===== src/rtl/zel_pkg.sv =====
`timescale 1ns / 1ps
// zel_pkg: shared types and constants for the zero-export inverter limiter
// no dependencies

package zel_pkg;

    localparam int POW_W   = 12;
    localparam int METER_W = 16;
    localparam int BYTE_W  = 8;
    localparam int SUM_W   = 18;
    localparam int IDX_W   = 3;
    localparam int QDEPTH  = 2;
    localparam int QAW     = 1;
    localparam int QCW     = 2;

    localparam logic [1:0] OP_REGULATE = 2'd0;
    localparam logic [1:0] OP_SET      = 2'd1;
    localparam logic [1:0] OP_SEND     = 2'd2;

    localparam logic REG_ZX_ENABLE = 1'b0;
    localparam logic REG_MAX_WATT  = 1'b1;

    localparam logic [POW_W-1:0] POWER_LIMIT = 12'd3000;
    localparam logic [POW_W-1:0] OUT_MAX     = 12'd4095;

    localparam logic signed [METER_W-1:0] IMPORT_THRESH = 16'sd20;
    localparam logic signed [SUM_W-1:0]   DEAD_BAND     = 18'sd10;

    localparam logic [BYTE_W-1:0] FB_START = 8'h24;
    localparam logic [BYTE_W-1:0] FB_ADDR  = 8'h56;
    localparam logic [BYTE_W-1:0] FB_ZERO  = 8'h00;
    localparam logic [BYTE_W-1:0] FB_CMD   = 8'h21;
    localparam logic [BYTE_W-1:0] FB_TAIL  = 8'h80;
    localparam logic [BYTE_W-1:0] CS_INIT  = 8'hFF;
    localparam logic [BYTE_W-1:0] CS_BASE  =
        8'(CS_INIT - FB_ADDR - FB_ZERO - FB_CMD - FB_TAIL);

    localparam logic [IDX_W-1:0] IDX_HI   = 3'd4;
    localparam logic [IDX_W-1:0] IDX_LO   = 3'd5;
    localparam logic [IDX_W-1:0] IDX_LAST = 3'd7;

    typedef struct packed {
        logic             valid;
        logic [POW_W-1:0] power;
    } t_q_entry;

    typedef struct packed {
        logic full;
        logic empty;
    } t_q_stat;

endpackage


===== src/rtl/zel_ifs.sv =====
`timescale 1ns / 1ps
// zel channel interfaces: item input, frame output, config write
// depends on zel_pkg

interface zel_in_if;
    import zel_pkg::*;
    logic                      valid;
    logic                      ready;
    logic [1:0]                op;
    logic signed [METER_W-1:0] meter_power;
    logic [POW_W-1:0]          new_power;
    modport source(output valid, op, meter_power, new_power, input ready);
    modport sink(input valid, op, meter_power, new_power, output ready);
endinterface

interface zel_out_if;
    import zel_pkg::*;
    logic              valid;
    logic              ready;
    logic [BYTE_W-1:0] frame_byte;
    logic              last_byte;
    modport source(output valid, frame_byte, last_byte, input ready);
    modport sink(input valid, frame_byte, last_byte, output ready);
endinterface

interface zel_cfg_if;
    import zel_pkg::*;
    logic             valid;
    logic             ready;
    logic             index;
    logic [POW_W-1:0] data;
    modport source(output valid, index, data, input ready);
    modport sink(input valid, index, data, output ready);
endinterface


===== src/rtl/zel_front.sv =====
`timescale 1ns / 1ps
// zel_front: accepts items, holds config and power state, queues send requests
// depends on zel_pkg and zel_ifs

module zel_front (
    input  logic             i_clk,
    input  logic             i_rst_n,
    zel_in_if.sink           i_item,
    zel_cfg_if.sink          i_cfg,
    input  zel_pkg::t_q_stat i_qstat,
    output zel_pkg::t_q_entry o_push
);
    import zel_pkg::*;

    logic                    r_zx_en;
    logic [POW_W-1:0]        r_max_watt;
    logic [POW_W-1:0]        r_reg_out;
    logic [POW_W-1:0]        r_cmd_pow;
    logic [POW_W-1:0]        n_reg_out;
    logic [POW_W-1:0]        n_cmd_pow;
    logic                    w_accept;
    logic                    w_import;
    logic                    w_export;
    logic signed [SUM_W-1:0] w_sum;

    assign i_item.ready = !i_qstat.full;
    assign i_cfg.ready  = 1'b1;
    assign w_accept     = i_item.valid && i_item.ready;

    assign w_import = i_item.meter_power > IMPORT_THRESH;
    assign w_export = i_item.meter_power[METER_W-1];
    assign w_sum = $signed({{(SUM_W-POW_W){1'b0}}, r_reg_out})
                 + SUM_W'(i_item.meter_power)
                 + (w_import ? -DEAD_BAND : DEAD_BAND);

    always_comb begin
        n_reg_out = r_reg_out;
        n_cmd_pow = r_cmd_pow;
        if (w_accept) begin
            case (i_item.op)
                OP_REGULATE: begin
                    if (r_zx_en) begin
                        if (w_import) begin
                            if (w_sum >= $signed({{(SUM_W-POW_W){1'b0}}, r_max_watt})) begin
                                n_reg_out = r_max_watt;
                            end else begin
                                n_reg_out = w_sum[POW_W-1:0];
                            end
                        end else if (w_export) begin
                            if (w_sum < 0) begin
                                n_reg_out = '0;
                            end else if (w_sum > $signed({{(SUM_W-POW_W){1'b0}}, OUT_MAX})) begin
                                n_reg_out = OUT_MAX;
                            end else begin
                                n_reg_out = w_sum[POW_W-1:0];
                            end
                        end
                        n_cmd_pow = n_reg_out;
                    end
                end
                OP_SET: begin
                    if (i_item.new_power <= POWER_LIMIT) begin
                        n_cmd_pow = i_item.new_power;
                    end
                end
                default: begin
                end
            endcase
        end
    end

    always_ff @(posedge i_clk) begin
        if (!i_rst_n) begin
            r_zx_en    <= 1'b0;
            r_max_watt <= '0;
            r_reg_out  <= '0;
            r_cmd_pow  <= '0;
        end else begin
            r_reg_out <= n_reg_out;
            r_cmd_pow <= n_cmd_pow;
            if (i_cfg.valid && i_cfg.ready) begin
                case (i_cfg.index)
                    REG_ZX_ENABLE: r_zx_en    <= i_cfg.data[0];
                    REG_MAX_WATT:  r_max_watt <= i_cfg.data;
                    default: begin
                    end
                endcase
            end
        end
    end

    assign o_push.valid = w_accept && (i_item.op == OP_SEND);
    assign o_push.power = r_cmd_pow;

    a_set_loads: assert property (@(posedge i_clk) disable iff (!i_rst_n)
        w_accept && i_item.op == OP_SET && i_item.new_power <= POWER_LIMIT
        |=> r_cmd_pow == $past(i_item.new_power))
        else $error("accepted set did not load commanded power");

    a_disabled_holds: assert property (@(posedge i_clk) disable iff (!i_rst_n)
        w_accept && i_item.op == OP_REGULATE && !r_zx_en |=> $stable(r_reg_out))
        else $error("regulate changed output while disabled");

endmodule


===== src/rtl/zel_queue.sv =====
`timescale 1ns / 1ps
// zel_queue: short fifo of commanded-power snapshots between front and back
// depends on zel_pkg

module zel_queue (
    input  logic              i_clk,
    input  logic              i_rst_n,
    input  zel_pkg::t_q_entry i_push,
    input  logic              i_pop,
    output zel_pkg::t_q_entry o_head,
    output zel_pkg::t_q_stat  o_stat
);
    import zel_pkg::*;

    logic [POW_W-1:0] r_mem [QDEPTH];
    logic [QAW-1:0]   r_wp;
    logic [QAW-1:0]   r_rp;
    logic [QCW-1:0]   r_cnt;
    logic             w_push;
    logic             w_pop;

    assign o_stat.full  = r_cnt == QCW'(QDEPTH);
    assign o_stat.empty = r_cnt == '0;
    assign w_push = i_push.valid && !o_stat.full;
    assign w_pop  = i_pop && !o_stat.empty;

    assign o_head.valid = !o_stat.empty;
    assign o_head.power = r_mem[r_rp];

    always_ff @(posedge i_clk) begin
        if (w_push) begin
            r_mem[r_wp] <= i_push.power;
        end
    end

    always_ff @(posedge i_clk) begin
        if (!i_rst_n) begin
            r_wp  <= '0;
            r_rp  <= '0;
            r_cnt <= '0;
        end else begin
            if (w_push) begin
                r_wp <= r_wp + 1'b1;
            end
            if (w_pop) begin
                r_rp <= r_rp + 1'b1;
            end
            r_cnt <= r_cnt + QCW'(w_push) - QCW'(w_pop);
        end
    end

    a_no_overflow: assert property (@(posedge i_clk) disable iff (!i_rst_n)
        i_push.valid |-> !o_stat.full)
        else $error("send pushed into full queue");

    a_count_bound: assert property (@(posedge i_clk) disable iff (!i_rst_n)
        r_cnt <= QCW'(QDEPTH))
        else $error("queue count out of range");

endmodule


===== src/rtl/zel_back.sv =====
`timescale 1ns / 1ps
// zel_back: serializes one queued power value into the 8-byte rs485 frame
// depends on zel_pkg and zel_ifs

module zel_back (
    input  logic              i_clk,
    input  logic              i_rst_n,
    input  zel_pkg::t_q_entry i_head,
    output logic              o_pop,
    zel_out_if.source         o_frame
);
    import zel_pkg::*;

    logic              r_busy;
    logic [IDX_W-1:0]  r_idx;
    logic [BYTE_W-1:0] r_hi;
    logic [BYTE_W-1:0] r_lo;
    logic [BYTE_W-1:0] r_cs;
    logic [BYTE_W-1:0] w_hi;
    logic [BYTE_W-1:0] w_lo;
    logic              w_step;
    logic              w_done;

    assign w_hi   = BYTE_W'(i_head.power >> BYTE_W);
    assign w_lo   = i_head.power[BYTE_W-1:0];
    assign w_step = r_busy && o_frame.ready;
    assign w_done = w_step && (r_idx == IDX_LAST);
    assign o_pop  = i_head.valid && (!r_busy || w_done);

    always_ff @(posedge i_clk) begin
        if (o_pop) begin
            r_hi <= w_hi;
            r_lo <= w_lo;
            r_cs <= CS_BASE - w_hi - w_lo;
        end
    end

    always_ff @(posedge i_clk) begin
        if (!i_rst_n) begin
            r_busy <= 1'b0;
            r_idx  <= '0;
        end else if (o_pop) begin
            r_busy <= 1'b1;
            r_idx  <= '0;
        end else if (w_done) begin
            r_busy <= 1'b0;
        end else if (w_step) begin
            r_idx <= r_idx + 1'b1;
        end
    end

    always_comb begin
        case (r_idx)
            3'd0:    o_frame.frame_byte = FB_START;
            3'd1:    o_frame.frame_byte = FB_ADDR;
            3'd2:    o_frame.frame_byte = FB_ZERO;
            3'd3:    o_frame.frame_byte = FB_CMD;
            IDX_HI:  o_frame.frame_byte = r_hi;
            IDX_LO:  o_frame.frame_byte = r_lo;
            3'd6:    o_frame.frame_byte = FB_TAIL;
            default: o_frame.frame_byte = r_cs;
        endcase
    end

    assign o_frame.valid     = r_busy;
    assign o_frame.last_byte = r_idx == IDX_LAST;

    a_pop_starts_frame: assert property (@(posedge i_clk) disable iff (!i_rst_n)
        o_pop |=> r_busy && r_idx == '0)
        else $error("pop did not start a new frame");

    a_stall_holds: assert property (@(posedge i_clk) disable iff (!i_rst_n)
        r_busy && !o_frame.ready |=> r_busy && $stable(r_idx))
        else $error("frame advanced while stalled");

endmodule


===== src/rtl/zero_export_inverter_limiter.sv =====
`timescale 1ns / 1ps
// zero_export_inverter_limiter: one item per cycle while the send queue has room
// regulate and set transactions take effect at the accepting edge, no output
// a send emits 8 bytes, first byte valid once the send is queued and then popped into the back's frame registers
// frames stream back to back at one byte per cycle while o_frame.ready is high
// synchronous active-low reset clears config, power state and the queue
// depends on zel_pkg, zel_ifs, zel_front, zel_queue, zel_back

module zero_export_inverter_limiter (
    input  logic      i_clk,
    input  logic      i_rst_n,
    zel_in_if.sink    i_item,
    zel_cfg_if.sink   i_cfg,
    zel_out_if.source o_frame
);
    import zel_pkg::*;

    t_q_entry w_push;
    t_q_entry w_head;
    t_q_stat  w_qstat;
    logic     w_pop;

    zel_front u_front (
        .i_clk   (i_clk),
        .i_rst_n (i_rst_n),
        .i_item  (i_item),
        .i_cfg   (i_cfg),
        .i_qstat (w_qstat),
        .o_push  (w_push)
    );

    zel_queue u_queue (
        .i_clk   (i_clk),
        .i_rst_n (i_rst_n),
        .i_push  (w_push),
        .i_pop   (w_pop),
        .o_head  (w_head),
        .o_stat  (w_qstat)
    );

    zel_back u_back (
        .i_clk   (i_clk),
        .i_rst_n (i_rst_n),
        .i_head  (w_head),
        .o_pop   (w_pop),
        .o_frame (o_frame)
    );

endmodule

===== src/flat_wrapper.sv =====
// flat-port wrapper written by rule: the top's interface ports become plain ports
module zero_export_inverter_limiter_flat import zel_pkg::*;
  (i_clk, i_rst_n, i_item_valid, i_item_op, i_item_meter_power, i_item_new_power, i_item_ready, i_cfg_valid, i_cfg_index, i_cfg_data, i_cfg_ready, o_frame_valid, o_frame_frame_byte, o_frame_last_byte, o_frame_ready);
  zel_in_if i_item_i ();
  zel_cfg_if i_cfg_i ();
  zel_out_if o_frame_i ();
  input  logic i_clk;
  input  logic i_rst_n;
  input wire logic [$bits(i_item_i.valid)-1:0] i_item_valid;
  input wire logic [$bits(i_item_i.op)-1:0] i_item_op;
  input wire logic [$bits(i_item_i.meter_power)-1:0] i_item_meter_power;
  input wire logic [$bits(i_item_i.new_power)-1:0] i_item_new_power;
  output wire logic [$bits(i_item_i.ready)-1:0] i_item_ready;
  input wire logic [$bits(i_cfg_i.valid)-1:0] i_cfg_valid;
  input wire logic [$bits(i_cfg_i.index)-1:0] i_cfg_index;
  input wire logic [$bits(i_cfg_i.data)-1:0] i_cfg_data;
  output wire logic [$bits(i_cfg_i.ready)-1:0] i_cfg_ready;
  output wire logic [$bits(o_frame_i.valid)-1:0] o_frame_valid;
  output wire logic [$bits(o_frame_i.frame_byte)-1:0] o_frame_frame_byte;
  output wire logic [$bits(o_frame_i.last_byte)-1:0] o_frame_last_byte;
  input wire logic [$bits(o_frame_i.ready)-1:0] o_frame_ready;
  assign i_item_i.valid = i_item_valid;
  assign i_item_i.op = i_item_op;
  assign i_item_i.meter_power = i_item_meter_power;
  assign i_item_i.new_power = i_item_new_power;
  assign i_item_ready = i_item_i.ready;
  assign i_cfg_i.valid = i_cfg_valid;
  assign i_cfg_i.index = i_cfg_index;
  assign i_cfg_i.data = i_cfg_data;
  assign i_cfg_ready = i_cfg_i.ready;
  assign o_frame_valid = o_frame_i.valid;
  assign o_frame_frame_byte = o_frame_i.frame_byte;
  assign o_frame_last_byte = o_frame_i.last_byte;
  assign o_frame_i.ready = o_frame_ready;
  zero_export_inverter_limiter u_core (.i_clk(i_clk), .i_rst_n(i_rst_n), .i_item(i_item_i), .i_cfg(i_cfg_i), .o_frame(o_frame_i));
endmodule

===== config.mk =====
export PLATFORM = sky130hd
export DESIGN_NAME = zero_export_inverter_limiter_flat
export DESIGN_NICKNAME = d
export VERILOG_FILES = /design/src/rtl/zel_pkg.sv /design/src/rtl/zel_ifs.sv /design/src/rtl/zel_front.sv /design/src/rtl/zel_queue.sv /design/src/rtl/zel_back.sv /design/src/rtl/zero_export_inverter_limiter.sv /design/src/flat_wrapper.sv
export SDC_FILE = /design/constraint.sdc
export NUM_CORES = 1
export LEC_CHECK = 0
export ABC_AREA = 1
export ABC_CLOCK_PERIOD_IN_PS = 6100
export BUFFER_PORTS_ARGS = -buffer_cell sky130_fd_sc_hd__buf_2
export CAP_MARGIN = 20
export CORE_MARGIN = 1
export CORE_UTILIZATION = 30
export DETAILED_ROUTE_END_ITERATION = 10
export PLACE_DENSITY = 0.42
export SYNTH_ARGS = -nofsm -noshare
export SYNTH_HDL_FRONTEND = slang
export SYNTH_SLANG_ARGS = --single-unit

===== constraint.sdc =====
create_clock -name i_clk -period 6.1 [get_ports i_clk]
set_clock_uncertainty 0.1 [all_clocks]
set_input_delay 0.305 -clock i_clk [delete_from_list [all_inputs] [get_ports i_clk]]
set_output_delay 0.305 -clock i_clk [all_outputs]
set_load 0.01 [all_outputs]

==> results.md <==
* 0 — total DRC errors in the routed layout
* input port to flip-flop — path type of the worst setup path
* 1163 — fin cells
* 0 — yosys warns
* nand2_1 — most used standard cell by instance count after synthesis
* 6290 um^2 — Netlist Area Pre-Place
* 315 nW/um^2 — power density normalized to cell area
* 0 — count of pins over their slew limit
* 0.08 ns — clock transition at the registers of the reported paths
* finished clean — run status
* met2 — global route hottest layer
* 0 — GR Overflow Total
* 205 — DRT iter0 DRCs
* 0 ns — final total negative setup slack
* 85.2% — fraction of the cycle the final worst path needs
* 28.0 mm — first-pass GRT wire length
* input port to flip-flop — class of the worst hold path
* 58 — IO Port Bufs
* 0 — ANT nets after route
* nand2_1 — CP most frequent cell
* 2 — largest buffer count on any clock path
* 23 — depth of the worst register-to-register path
* flip-flop — critical path capture point type
* u_core.u_front.r_reg_out[2] — start of the worst register-to-register path
* input port — CP startpoint kind
* 6.28 ns — required time of the critical path
* 940 — Synth Net Count
* 13.8 mm — HPWL after detailed placement
* 21.0% — proportion of netlist area held by the largest area contributor
* 0.148 ns — minimum hold slack
* 38.4% — combinational share of power
* 14.6% — Area growth, synth to finish
* 30.9% — Initial Utilization
* 2.64% — met3 Resource Use GR
* 34.1% — normalized max-slew margin
* 1.79 ns — flop2flop setup slack
* 20400 um^2 — Core Area
* 995 — net total in the final layout
* 0 — ant diodes
* 0.52 ns — Slowest Stage Delay on Critical Path
* 0 — total of max-cap violations
* 35.4% — Core Util, Final
* 38.3% — switching fraction of total power
* 23.9% — GRT met1 Usage
* 6 — First-pass DRT Iterations
* 0 — post_cts resized
* 5102 — vias in the first global route
* 833 — Post-Syn Instances
* 0 — Hold Buf Count CTS
* 147 um — overall die height
* 5.37 ns — data arrival time at the worst-slack endpoint
* u_core.u_front.r_cmd_pow[9] — end of the worst register-to-register path
* 35.7% — portion of the post-synthesis area used by sequential elements
* edfxtp_1 — post-synth top area cell
* 0 — antenna violations before repair
* 39 — Cell variety after synth
* 0 — Final setup viols
* 5.20 ns — final worst path period need
* 0.986 ns — transition time of the tightest slew-check pin
* 60 — I/O Pins
* dfxtp_1 — top flip-flop cell by instance count after synthesis
* 15.9% — fraction of final layout cells sized beyond drive strength 1
* 5271 — via count
* 26.8% — global routing met2 resource utilization
* 36.7% — part of the power in registers
* fa_1 — slowest CP cell
* 17.4 mm — Total Wirelength
* 21500 um^2 — die area
* done — TritonCTS clock tree
* 0.35 ns — insertion delay to the later sink of the worst-skew pair
* 0.527 ns — worst-case setup slack after placement
* edfxtp_1, dfxtp_1, nand2_1, ha_1, inv_1 — ranking of synthesized cells by area
* 0.904 ns — minimum setup slack in the final design
* 52 — floorplan row count
* 0 — number of buffers inserted by post-CTS setup repair
* 16.9% — Tot GR Track Use
* u_core.u_front.r_cmd_pow[9] — Setup crit end
* 1146 — dpl cells
* nand2_1, inv_1, a21oi_1 — commonest cells in the synthesized netlist
* clkbuf_16 — clock root cell
* 0 — final hold violation count
* 124 uV — Peak supply drop
* 24.9% — Clk pwr share
* 0.192 GHz — achievable clock frequency
* 44 — number of enable flip-flop cells after synthesis
* 0% — share of flip-flops with an asynchronous set or reset after synthesis
* 14.9 um — Routed WL per cell
* 1.40 mW — Power Internal
* 90 — CTS sink count
* 7.55 um^2 — post-synthesis area per instance
* no — setup repair after global routing missed its margin
* 30 — pin count of the biggest net entering global routing
* 9 — number of buffers created by CTS
* 0.845 — Placer Congestion
* 147 um — width of the die
* i_item_meter_power[1] — Critical Path Start
* 90 — number of storage elements in the synthesis netlist
* 3.55 nW — static power due to leakage
* 4.53 — average vias per placed instance
* 22 — crit path max fanout
* 0.870 mW — switching power total
* 3 — maximum level of the CTS H-tree
[worst min-delay path by stage]
stage                                      from                           end  cells after the start  slack [ns]
floorplan                   u_core.u_queue.r_rp                     flip-flop                      1        0.33
global placement    u_core.u_front.r_cmd_pow[1]    u_core.u_queue.r_mem[0][1]                      0        0.34
detailed placement  u_core.u_front.r_cmd_pow[1]    u_core.u_queue.r_mem[1][1]                      0        0.35
CTS                               i_cfg_data[1]  u_core.u_front.r_max_watt[1]                      3        0.14
global route                      i_cfg_data[5]  u_core.u_front.r_max_watt[5]                      3        0.17
finish                            i_cfg_data[5]  u_core.u_front.r_max_watt[5]                      3        0.15
[state kept, by name, indices dropped and copies added (netlist names), 2 cells and up, named ones only]
signal / cells
u_core.u_back.r_idx: 3
u_core.u_back.r_cs: 8
u_core.u_front.r_max_watt: 12
u_core.u_back.r_lo: 8
u_core.u_front.r_reg_out: 12
u_core.u_queue.r_cnt: 2
u_core.u_front.r_cmd_pow: 12
u_core.u_queue.r_mem: 24
u_core.u_back.r_hi: 4
[cells in the final DEF (no fill, tap or decap), drive strengths merged]
cell,count
nor3,5
fa,12
a2111oi,1
edfxtp,44
a31oi,2
o21ai,35
clkbuf,10
o21a,1
o41ai,1
xor2,15
buf,69
o2111ai,1
nor2,36
conb,1
and2,1
ha,47
nand2,245
inv,154
dfxtp,46
nor4,3
clkinv,2
clkinvlp,1
o21bai,1
nand3,64
nand4,20
mux2,4
nand3b,1
o211ai,12
xnor2,5
a21oi,54
[critical path: cells and delay by family]
family	cells	cell delay, ns
simple gates	14	1.86
fa+ha+maj	3	1.20
compound gates	5	1.03
buf+inv	6	0.61
xor+xnor	1	0.33
[power by group through the flow]
stage	clock network, mW	logic, mW	registers (mW)
after global routing	0.609	1.01	0.847
after detailed placement	0	0.884	0.849
after CTS	0.577	0.888	0.835
after global placement	0	0.888	0.848
after floorplan	0	0.657	0.825
final	0.565	0.871	0.834
[final cells by class]
type	instances	area, um^2
clock buffer	10	250
clock inverter	6	55.1
fill	2227	13200
inverter	151	567
multi-input combinational	567	3380
sequential	90	2240
tap	270	338
timing repair buffer	69	380
[cell families after synthesis]
family | share of synthesized area (%)
and+or+nand+nor | 27.2
DFF | 35.7
muxes | 0.716
buffers and inverters | 10.8
adders and majority gates | 13.2
AOI/OAI and AO/OA | 9.57
xor gates and xnor gates | 2.79
other | 0.0596
[metal layers]
metal  up-vias  routed length [um]
met5         -                   0
met3        12                 467
li1       2792                   -
met2        85                7760
met4         0                 153
met1      2382                8970
[stage by stage]
stage	cell area (um^2)	total power, mW
2_1_floorplan	6290	1.48
4_1_cts	7190	2.30
3_5_place_dp	6890	1.73
5_1_grt	7210	2.46
3_3_place_gp	6890	1.74
6_report	7210	2.27
Note: power is estimated with default switching activity, not from simulation.
